## config.mk

```make
export PLATFORM = sky130hd
export DESIGN_NAME = telnet_line_receiver_unit
export DESIGN_NICKNAME = d
export VERILOG_FILES = /design/src/rtl/tlr_pkg.sv /design/src/rtl/telnet_line_receiver_unit.sv
export VERILOG_INCLUDE_DIRS = /design/src /design/src/rtl
export SDC_FILE = /design/constraint.sdc
export NUM_CORES = 1
export LEC_CHECK = 0
export BUFFER_PORTS_ARGS = -buffer_cell sky130_fd_sc_hd__buf_2
export CORE_UTILIZATION = 45
export DETAILED_ROUTE_END_ITERATION = 8
export HOLD_SLACK_MARGIN = 0.15
export SKIP_CTS_REPAIR_TIMING = 1
export SYNTH_ARGS = -nofsm -noshare
export SYNTH_HDL_FRONTEND = slang
export SYNTH_SLANG_ARGS = --single-unit
```

## constraint.sdc

```tcl
create_clock -name clk_i -period 3.8 [get_ports clk_i]
set_input_delay 0.38 -clock clk_i [delete_from_list [all_inputs] [get_ports clk_i]]
set_output_delay 0.38 -clock clk_i [all_outputs]
set_load 0.05 [all_outputs]
```

## src/rtl/assert_macros.svh

```systemverilog
// Assertion macros for the RTL files.
`ifndef ASSERT_MACROS_SVH
`define ASSERT_MACROS_SVH

// Same-cycle implication, disabled while reset is asserted.
`define ASSERT_IMPLIES(lbl, clk, rstn, ante, cons) \
  lbl: assert property (@(posedge clk) disable iff (!rstn) (ante) |-> (cons)) \
    else $error("implication check failed");

// Next-cycle implication, disabled while reset is asserted.
`define ASSERT_NEXT(lbl, clk, rstn, ante, cons) \
  lbl: assert property (@(posedge clk) disable iff (!rstn) (ante) |=> (cons)) \
    else $error("next-cycle check failed");

`endif

```

## src/rtl/tlr_pkg.sv

```systemverilog
// Types and constants of the telnet line receiver.
package tlr_pkg;

  localparam int unsigned LineCapacity = 4096;
  localparam int unsigned PosW         = 12;
  localparam int unsigned MaxResults   = 3;
  localparam int unsigned CntW         = 2;
  localparam int unsigned IdxW         = 8;

  // line ends once a store brings the length here
  localparam logic [PosW-1:0] LenFull = PosW'(LineCapacity - 1);

  typedef enum logic [1:0] {
    KindEcho  = 2'd0,
    KindStore = 2'd1,
    KindDone  = 2'd2,
    KindHelp  = 2'd3
  } kind_e;

  typedef struct packed {
    kind_e           kind;
    logic [7:0]      byte_value;
    logic [PosW-1:0] position;
  } res_t;

  // parse state codes
  localparam logic [2:0] PsNormal    = 3'd0;
  localparam logic [2:0] PsIac       = 3'd1;
  localparam logic [2:0] PsOption    = 3'd2;
  localparam logic [2:0] PsSubneg    = 3'd3;
  localparam logic [2:0] PsSubnegIac = 3'd4;
  localparam logic [2:0] PsCr        = 3'd5;

  // configuration register indexes
  localparam logic [IdxW-1:0] RegEchoEnable = IdxW'(0);
  localparam logic [IdxW-1:0] RegHelpEnable = IdxW'(1);

  // telnet and control bytes
  localparam logic [7:0] ChIac = 8'd255;
  localparam logic [7:0] ChWill = 8'd251;
  localparam logic [7:0] ChSb  = 8'd250;
  localparam logic [7:0] ChSe  = 8'd240;
  localparam logic [7:0] ChBs  = 8'h08;
  localparam logic [7:0] ChDel = 8'h7F;
  localparam logic [7:0] ChCr  = 8'h0D;
  localparam logic [7:0] ChLf  = 8'h0A;
  localparam logic [7:0] ChQm  = 8'h3F;
  localparam logic [7:0] ChSp  = 8'h20;
  localparam logic [7:0] ChNul = 8'h00;

endpackage

```

## src/rtl/telnet_line_receiver_unit.sv

```systemverilog
// Telnet line receiver: strips IAC commands, edits the line, emits store/echo/done/help results.
//
//  channel   | dir | handshake                 | payload
//  s_axis    | in  | s_axis_tvalid/tready      | tdata[7:0] rx_byte
//  m_axis    | out | m_axis_tvalid/tready      | tdata byte_value,position; tuser kind; tlast
//  cfg       | in  | cfg_valid_i/cfg_ready_o   | cfg_index_i, cfg_data_i[0]
//
// A byte is decoded in the cycle it is transferred; its 0 to 3 results are loaded into
// a three-entry output shift register and leave one per cycle while m_axis is ready.
// The next byte is taken in the cycle the last pending result leaves. Reset clears
// parse state, line length and the output queue and sets both enables. A stalled
// m_axis holds the queue and blocks input.
`include "assert_macros.svh"

module telnet_line_receiver_unit (
  input  logic                     clk_i,
  input  logic                     rst_ni,
  input  logic                     s_axis_tvalid,
  output logic                     s_axis_tready,
  input  logic [7:0]               s_axis_tdata,   // [7:0] rx_byte
  output logic                     m_axis_tvalid,
  input  logic                     m_axis_tready,
  output logic [23:0]              m_axis_tdata,   // [7:0] byte_value, [19:8] position, 0
  output logic [1:0]               m_axis_tuser,   // [1:0] kind
  output logic                     m_axis_tlast,
  input  logic                     cfg_valid_i,
  output logic                     cfg_ready_o,
  input  logic [tlr_pkg::IdxW-1:0] cfg_index_i,
  input  logic [7:0]               cfg_data_i
);
  import tlr_pkg::*;

  logic            echo_en_q, help_en_q;
  logic [2:0]      state_q, state_d;
  logic [PosW-1:0] len_q, len_d;
  logic [CntW-1:0] cnt_q, cnt_d;
  res_t            buf_q [MaxResults];
  res_t            buf_d [MaxResults];
  res_t            res   [MaxResults];
  logic [CntW-1:0] res_cnt;
  logic            in_xfer, out_xfer;
  logic            do_keep, do_end_echo, do_end_quiet, do_help, do_erase;
  logic [7:0]      rx;

  assign rx            = s_axis_tdata;
  assign in_xfer       = s_axis_tvalid && s_axis_tready;
  assign out_xfer      = m_axis_tvalid && m_axis_tready;
  assign m_axis_tvalid = (cnt_q != '0);
  assign s_axis_tready = (cnt_q == '0) || ((cnt_q == CntW'(1)) && m_axis_tready);
  assign cfg_ready_o   = 1'b1;

  assign m_axis_tdata  = {4'd0, buf_q[0].position, buf_q[0].byte_value};
  assign m_axis_tuser  = buf_q[0].kind;
  assign m_axis_tlast  = (cnt_q == CntW'(1));

  // decode of the current byte
  always_comb begin
    do_keep      = 1'b0;
    do_end_echo  = 1'b0;
    do_end_quiet = 1'b0;
    do_help      = 1'b0;
    do_erase     = 1'b0;
    state_d      = state_q;
    unique case (state_q)
      PsIac: begin
        state_d = PsNormal;
        if (rx == ChIac) begin
          do_keep = 1'b1;
        end else if (rx >= ChWill) begin
          state_d = PsOption;
        end else if (rx == ChSb) begin
          state_d = PsSubneg;
        end
      end
      PsOption: state_d = PsNormal;
      PsSubneg: begin
        if (rx == ChIac) state_d = PsSubnegIac;
      end
      PsSubnegIac: state_d = (rx == ChSe) ? PsNormal : PsSubneg;
      PsCr: begin
        state_d     = PsNormal;
        do_end_echo = 1'b1;
      end
      default: begin
        state_d = PsNormal;
        priority if (rx == ChIac) begin
          state_d = PsIac;
        end else if (rx == ChCr) begin
          state_d = PsCr;
        end else if (rx == ChLf) begin
          do_end_echo = 1'b1;
        end else if (rx == ChQm) begin
          do_help      = help_en_q;
          do_end_quiet = !help_en_q;
        end else if (rx == ChBs || rx == ChDel) begin
          do_erase = 1'b1;
        end else if (rx != ChNul) begin
          do_keep = 1'b1;
        end
      end
    endcase
  end

  // result list and next length
  always_comb begin
    for (int i = 0; i < MaxResults; i++) res[i] = '{KindEcho, 8'd0, '0};
    res_cnt = '0;
    len_d   = len_q;
    if (do_keep) begin
      res[res_cnt] = '{KindStore, rx, len_q};
      res_cnt      = res_cnt + CntW'(1);
      len_d        = len_q + PosW'(1);
      if (echo_en_q) begin
        res[res_cnt] = '{KindEcho, rx, '0};
        res_cnt      = res_cnt + CntW'(1);
      end
      if (len_d == LenFull) begin
        res[res_cnt] = '{KindDone, 8'd0, len_d};
        res_cnt      = res_cnt + CntW'(1);
        len_d        = '0;
      end
    end
    if (do_end_echo || do_end_quiet) begin
      if (do_end_echo && echo_en_q) begin
        res[0]  = '{KindEcho, ChCr, '0};
        res[1]  = '{KindEcho, ChLf, '0};
        res_cnt = CntW'(2);
      end
      res[res_cnt] = '{KindDone, 8'd0, len_q};
      res_cnt      = res_cnt + CntW'(1);
      len_d        = '0;
    end
    if (do_help) begin
      res[0]  = '{KindHelp, 8'd0, len_q};
      res_cnt = CntW'(1);
    end
    if (do_erase && (len_q != '0)) begin
      len_d = len_q - PosW'(1);
      if (echo_en_q) begin
        res[0]  = '{KindEcho, ChBs, '0};
        res[1]  = '{KindEcho, ChSp, '0};
        res[2]  = '{KindEcho, ChBs, '0};
        res_cnt = CntW'(3);
      end
    end
  end

  // output queue: load on input transfer, else shift on output transfer
  always_comb begin
    cnt_d = cnt_q;
    for (int i = 0; i < MaxResults; i++) buf_d[i] = buf_q[i];
    if (in_xfer) begin
      cnt_d = res_cnt;
      for (int i = 0; i < MaxResults; i++) buf_d[i] = res[i];
    end else if (out_xfer) begin
      cnt_d = cnt_q - CntW'(1);
      for (int i = 0; i < MaxResults - 1; i++) buf_d[i] = buf_q[i+1];
    end
  end

  always_ff @(posedge clk_i or negedge rst_ni) begin
    if (!rst_ni) begin
      state_q   <= PsNormal;
      len_q     <= '0;
      cnt_q     <= '0;
      echo_en_q <= 1'b1;
      help_en_q <= 1'b1;
    end else begin
      cnt_q <= cnt_d;
      if (in_xfer) begin
        state_q <= state_d;
        len_q   <= len_d;
      end
      if (cfg_valid_i && cfg_ready_o) begin
        if (cfg_index_i == RegEchoEnable) echo_en_q <= cfg_data_i[0];
        if (cfg_index_i == RegHelpEnable) help_en_q <= cfg_data_i[0];
      end
    end
  end

  always_ff @(posedge clk_i) begin
    for (int i = 0; i < MaxResults; i++) buf_q[i] <= buf_d[i];
  end

  `ASSERT_IMPLIES(a_cnt_range, clk_i, rst_ni, 1'b1, cnt_q <= CntW'(MaxResults))
  `ASSERT_IMPLIES(a_len_below_full, clk_i, rst_ni, 1'b1, len_q != LenFull)
  `ASSERT_IMPLIES(a_no_take_while_busy, clk_i, rst_ni, cnt_q > CntW'(1), !s_axis_tready)
  `ASSERT_NEXT(a_drain_step, clk_i, rst_ni, out_xfer && (cnt_q > CntW'(1)), cnt_q == $past(cnt_q) - CntW'(1))

endmodule
```

==> impl_metrics.tcl <==
set metrics [dict create \
    status "complete, no violations" \
    layout_common_cells "edfxtp_1, nand2_1, buf_2" \
    num-nets-final 547 \
    fin_skew_ns 0.0166 \
    worstSkewPairLatency_ns 0.36 \
    r2r_cells 15 \
    worst_hold_slack_ns 0.266 \
    core-area_um2 9910 \
    power_leakage_nw 2.07 \
    finalNonFillerCells 645 \
    grt_max_degree 48 \
    startpoint "len_q[10]" \
    ios 59 \
    hold_class "input port to register" \
    syn_area_um2 4670 \
    portBuffers 46 \
    yosys_warnings 0 \
    drc 0 \
    maxCapViolCount 0 \
    vias 3750 \
    post-route-util_pct 52.9 \
    synthDistinctLibCells 69 \
    cp.arrival_ns 3.93 \
    cp.required_ns 4.03 \
    ys_ff_latch 76 \
    fmax_mhz 270 \
    antenna_found_initial 0 \
    drt-total-wl_um 10900 \
    clock-sinks 76 \
    die-area_um2 10800 \
    grt_pass1_wl_um 17300 \
    h-tree-depth 3 \
    grt_pass1_vias 3344 \
    drive_gt1_share_pct 23.0 \
    final_common_cell "edfxtp_1" \
    fin_crit_sh_pct 97.4 \
    clock-root-buffer "clkbuf_8" \
    hold_violations 0 \
    via_per_inst 5.81 \
    end_kind "register" \
    die_y_um 104 \
    crit_type "register to register" \
    synth_top_family_by_area "compound AO/OA/AOI/OAI gates" \
    syn_inst 469 \
    rows 36 \
    busiest_layer "met2" \
    cts_made_buffers 9 \
    path_max_fanout 6 \
    period_minus_slack_ns 3.70 \
    seq_area_frac_synth_pct 46.9 \
    grtUsageTotal_pct 20.2 \
    power.share.clock_pct 18.3 \
    n_antenna_cell 0 \
    worst_hold_startpoint "cfg_data_i[0]" \
    grt-ovfl-total 0 \
    drt-initial-drc-count 228 \
    fin_tns_setup_ns 0 \
    power_report.internal_total_mw 2.06 \
    die_w_um 104 \
    place_congestion 0.924 \
    ant_nets 0 \
    power.total_mw 3.60 \
    synthArstFlopShare_pct 25.0 \
    swShare_pct 42.9 \
    r2r_end "buf_q[0][22]" \
    worstMarginPinSlew_ns 1.03 \
    dp_hpwl_um 7710 \
    drv_slew 0 \
    setup_viol 0 \
    synth_edf_count 57 \
    grt_use_met3_pct 3.63 \
    clk_pin_slew_ns 0.10 \
    p_comb_share_pct 43.8 \
    syn_area_per_cell_um2 9.96 \
    synthAdderAreaFrac_pct 2.95 \
    ir_drop_mv 0.395 \
    pwr_density_cell_nw_per_um2 687 \
    synth_mux_area_share_pct 0.938 \
    use_met1_pct 29.8 \
    relSlewSlack_pct 31.0 \
    synth_compound_area_share_pct 21.3 \
    p_sw_mw 1.55 \
    wl_per_cell_um 16.9 \
    first_pass_iters 5 \
    holdPathStages 2 \
    clockBufferDepth 2 \
    synth_top_flop_cell "edfxtp_1" \
    cts_tree "built" \
    area_delta_synth_final_pct 12.2 \
    reg2reg_slack_ns 0.1 \
    dp_cells 627 \
    met2_usage_pct 30.1 \
    synth-simple-area-share_pct 16.1 \
    r2r_start "len_q[10]" \
    synth_xor_area_share_pct 2.81 \
    start_util_pct 47.1 \
    whs_endpoint "help_en_q" \
    power.share.sequential_pct 37.9 \
    startpoint_type "register" \
]
per-layer routing:
layer  share of wire (%)  routed length (um)
met5                   0                   0
met4                0.94                 102
met3                 6.4                 699
met2                  44                4820
met1                  48                5270
Yosys cell counts (3+ instances only):
| master | instances | area, um^2 |
|---|---|---|
| dfrtp_1 | 17 | 425 |
| and4_1 | 5 | 43.8 |
| o21ai_1 | 9 | 45.0 |
| mux2_2 | 3 | 33.8 |
| o21ai_0 | 18 | 90.1 |
| nor2_1 | 31 | 116 |
| ha_1 | 11 | 138 |
| buf_2 | 10 | 50.1 |
| nor4_1 | 3 | 18.8 |
| and3_1 | 6 | 37.5 |
| inv_1 | 21 | 78.8 |
| nor3_1 | 8 | 40.0 |
| a21o_1 | 3 | 22.5 |
| a211oi_1 | 3 | 22.5 |
| or3_1 | 8 | 50.1 |
| edfxtp_1 | 57 | 1710 |
| xnor2_1 | 10 | 87.6 |
| a31oi_1 | 6 | 37.5 |
| nor2b_1 | 3 | 18.8 |
| a21oi_1 | 27 | 135 |
| xor2_1 | 5 | 43.8 |
| o211ai_1 | 4 | 30.0 |
| o32ai_1 | 3 | 26.3 |
| a221o_1 | 13 | 130 |
| o21a_1 | 3 | 22.5 |
| nand3_1 | 15 | 75.1 |
| nand4_1 | 7 | 43.8 |
| buf_4 | 27 | 203 |
| a22o_1 | 18 | 158 |
| nand2_1 | 50 | 188 |
| clkbuf_1 | 18 | 67.6 |
worst max-delay path, cell delays in order, from the launching register on:
cell	delay, ns
dfrtp_1	0.52
inv_1	0.15
or3_1	0.37
a21oi_1	0.15
o221a_2	0.26
inv_2	0.05
ha_1	0.17
inv_1	0.08
a21oi_1	0.09
ha_1	0.19
inv_1	0.06
a32oi_2	0.06
a311o_2	0.45
a2111oi_4	0.46
clkdlybuf4s15_2	0.35
a21o_1	0.13
state kept, by name, summed over array words and instances (netlist names):
register   flops
buf_q         57
len_q         12
help_en_q      1
state_q        3
echo_en_q      1
cnt_q          2
power by group through the flow:
stage | logic, mW | registers, mW | clock network, mW
after floorplan | 1.35 | 1.32 | 0
after detailed placement | 1.56 | 1.38 | 0
after global routing | 1.70 | 1.40 | 0.703
after CTS | 1.57 | 1.36 | 0.671
after global placement | 1.55 | 1.37 | 0
final | 1.58 | 1.37 | 0.660
logic make-up after synthesis:
family,count (synthesis)
simple gates,150
fa+ha+maj,11
compound gates,132
buf+inv,79
other cells,2
xor+xnor,15
mux,4
flops,76
through the flow:
step / setup WS, ns / instance area [um^2]
floorplan: 0.328 / 4680
global placement: 0.204 / 5000
detailed placement: 0.189 / 5000
CTS: 0.196 / 5200
global route: -0.0124 / 5240
finish: 0.0994 / 5240
layout make-up:
class / count / area (um^2)
Timing Repair Buffer: 81 / 499
Inverter: 22 / 82.6
Tap cell: 133 / 166
Clock buffer: 9 / 124
Fill cell: 923 / 4670
Multi-Input combinational cell: 317 / 2100
Clock inverter: 7 / 80.1
Sequential cell: 76 / 2190
worst max path at each step:
stage | slack (ns) | endpoint | cells after the start
3_5_place_dp | 0.19 | buf_q[0][23] | 13
6_report | 0.1 | buf_q[0][22] | 15
2_1_floorplan | 0.33 | buf_q[0][23] | 17
3_3_place_gp | 0.20 | buf_q[0][23] | 13
5_1_grt | -0.01 | buf_q[0][30] | 17
4_1_cts | 0.20 | buf_q[0][23] | 15
(Power assumes the default switching activity.)
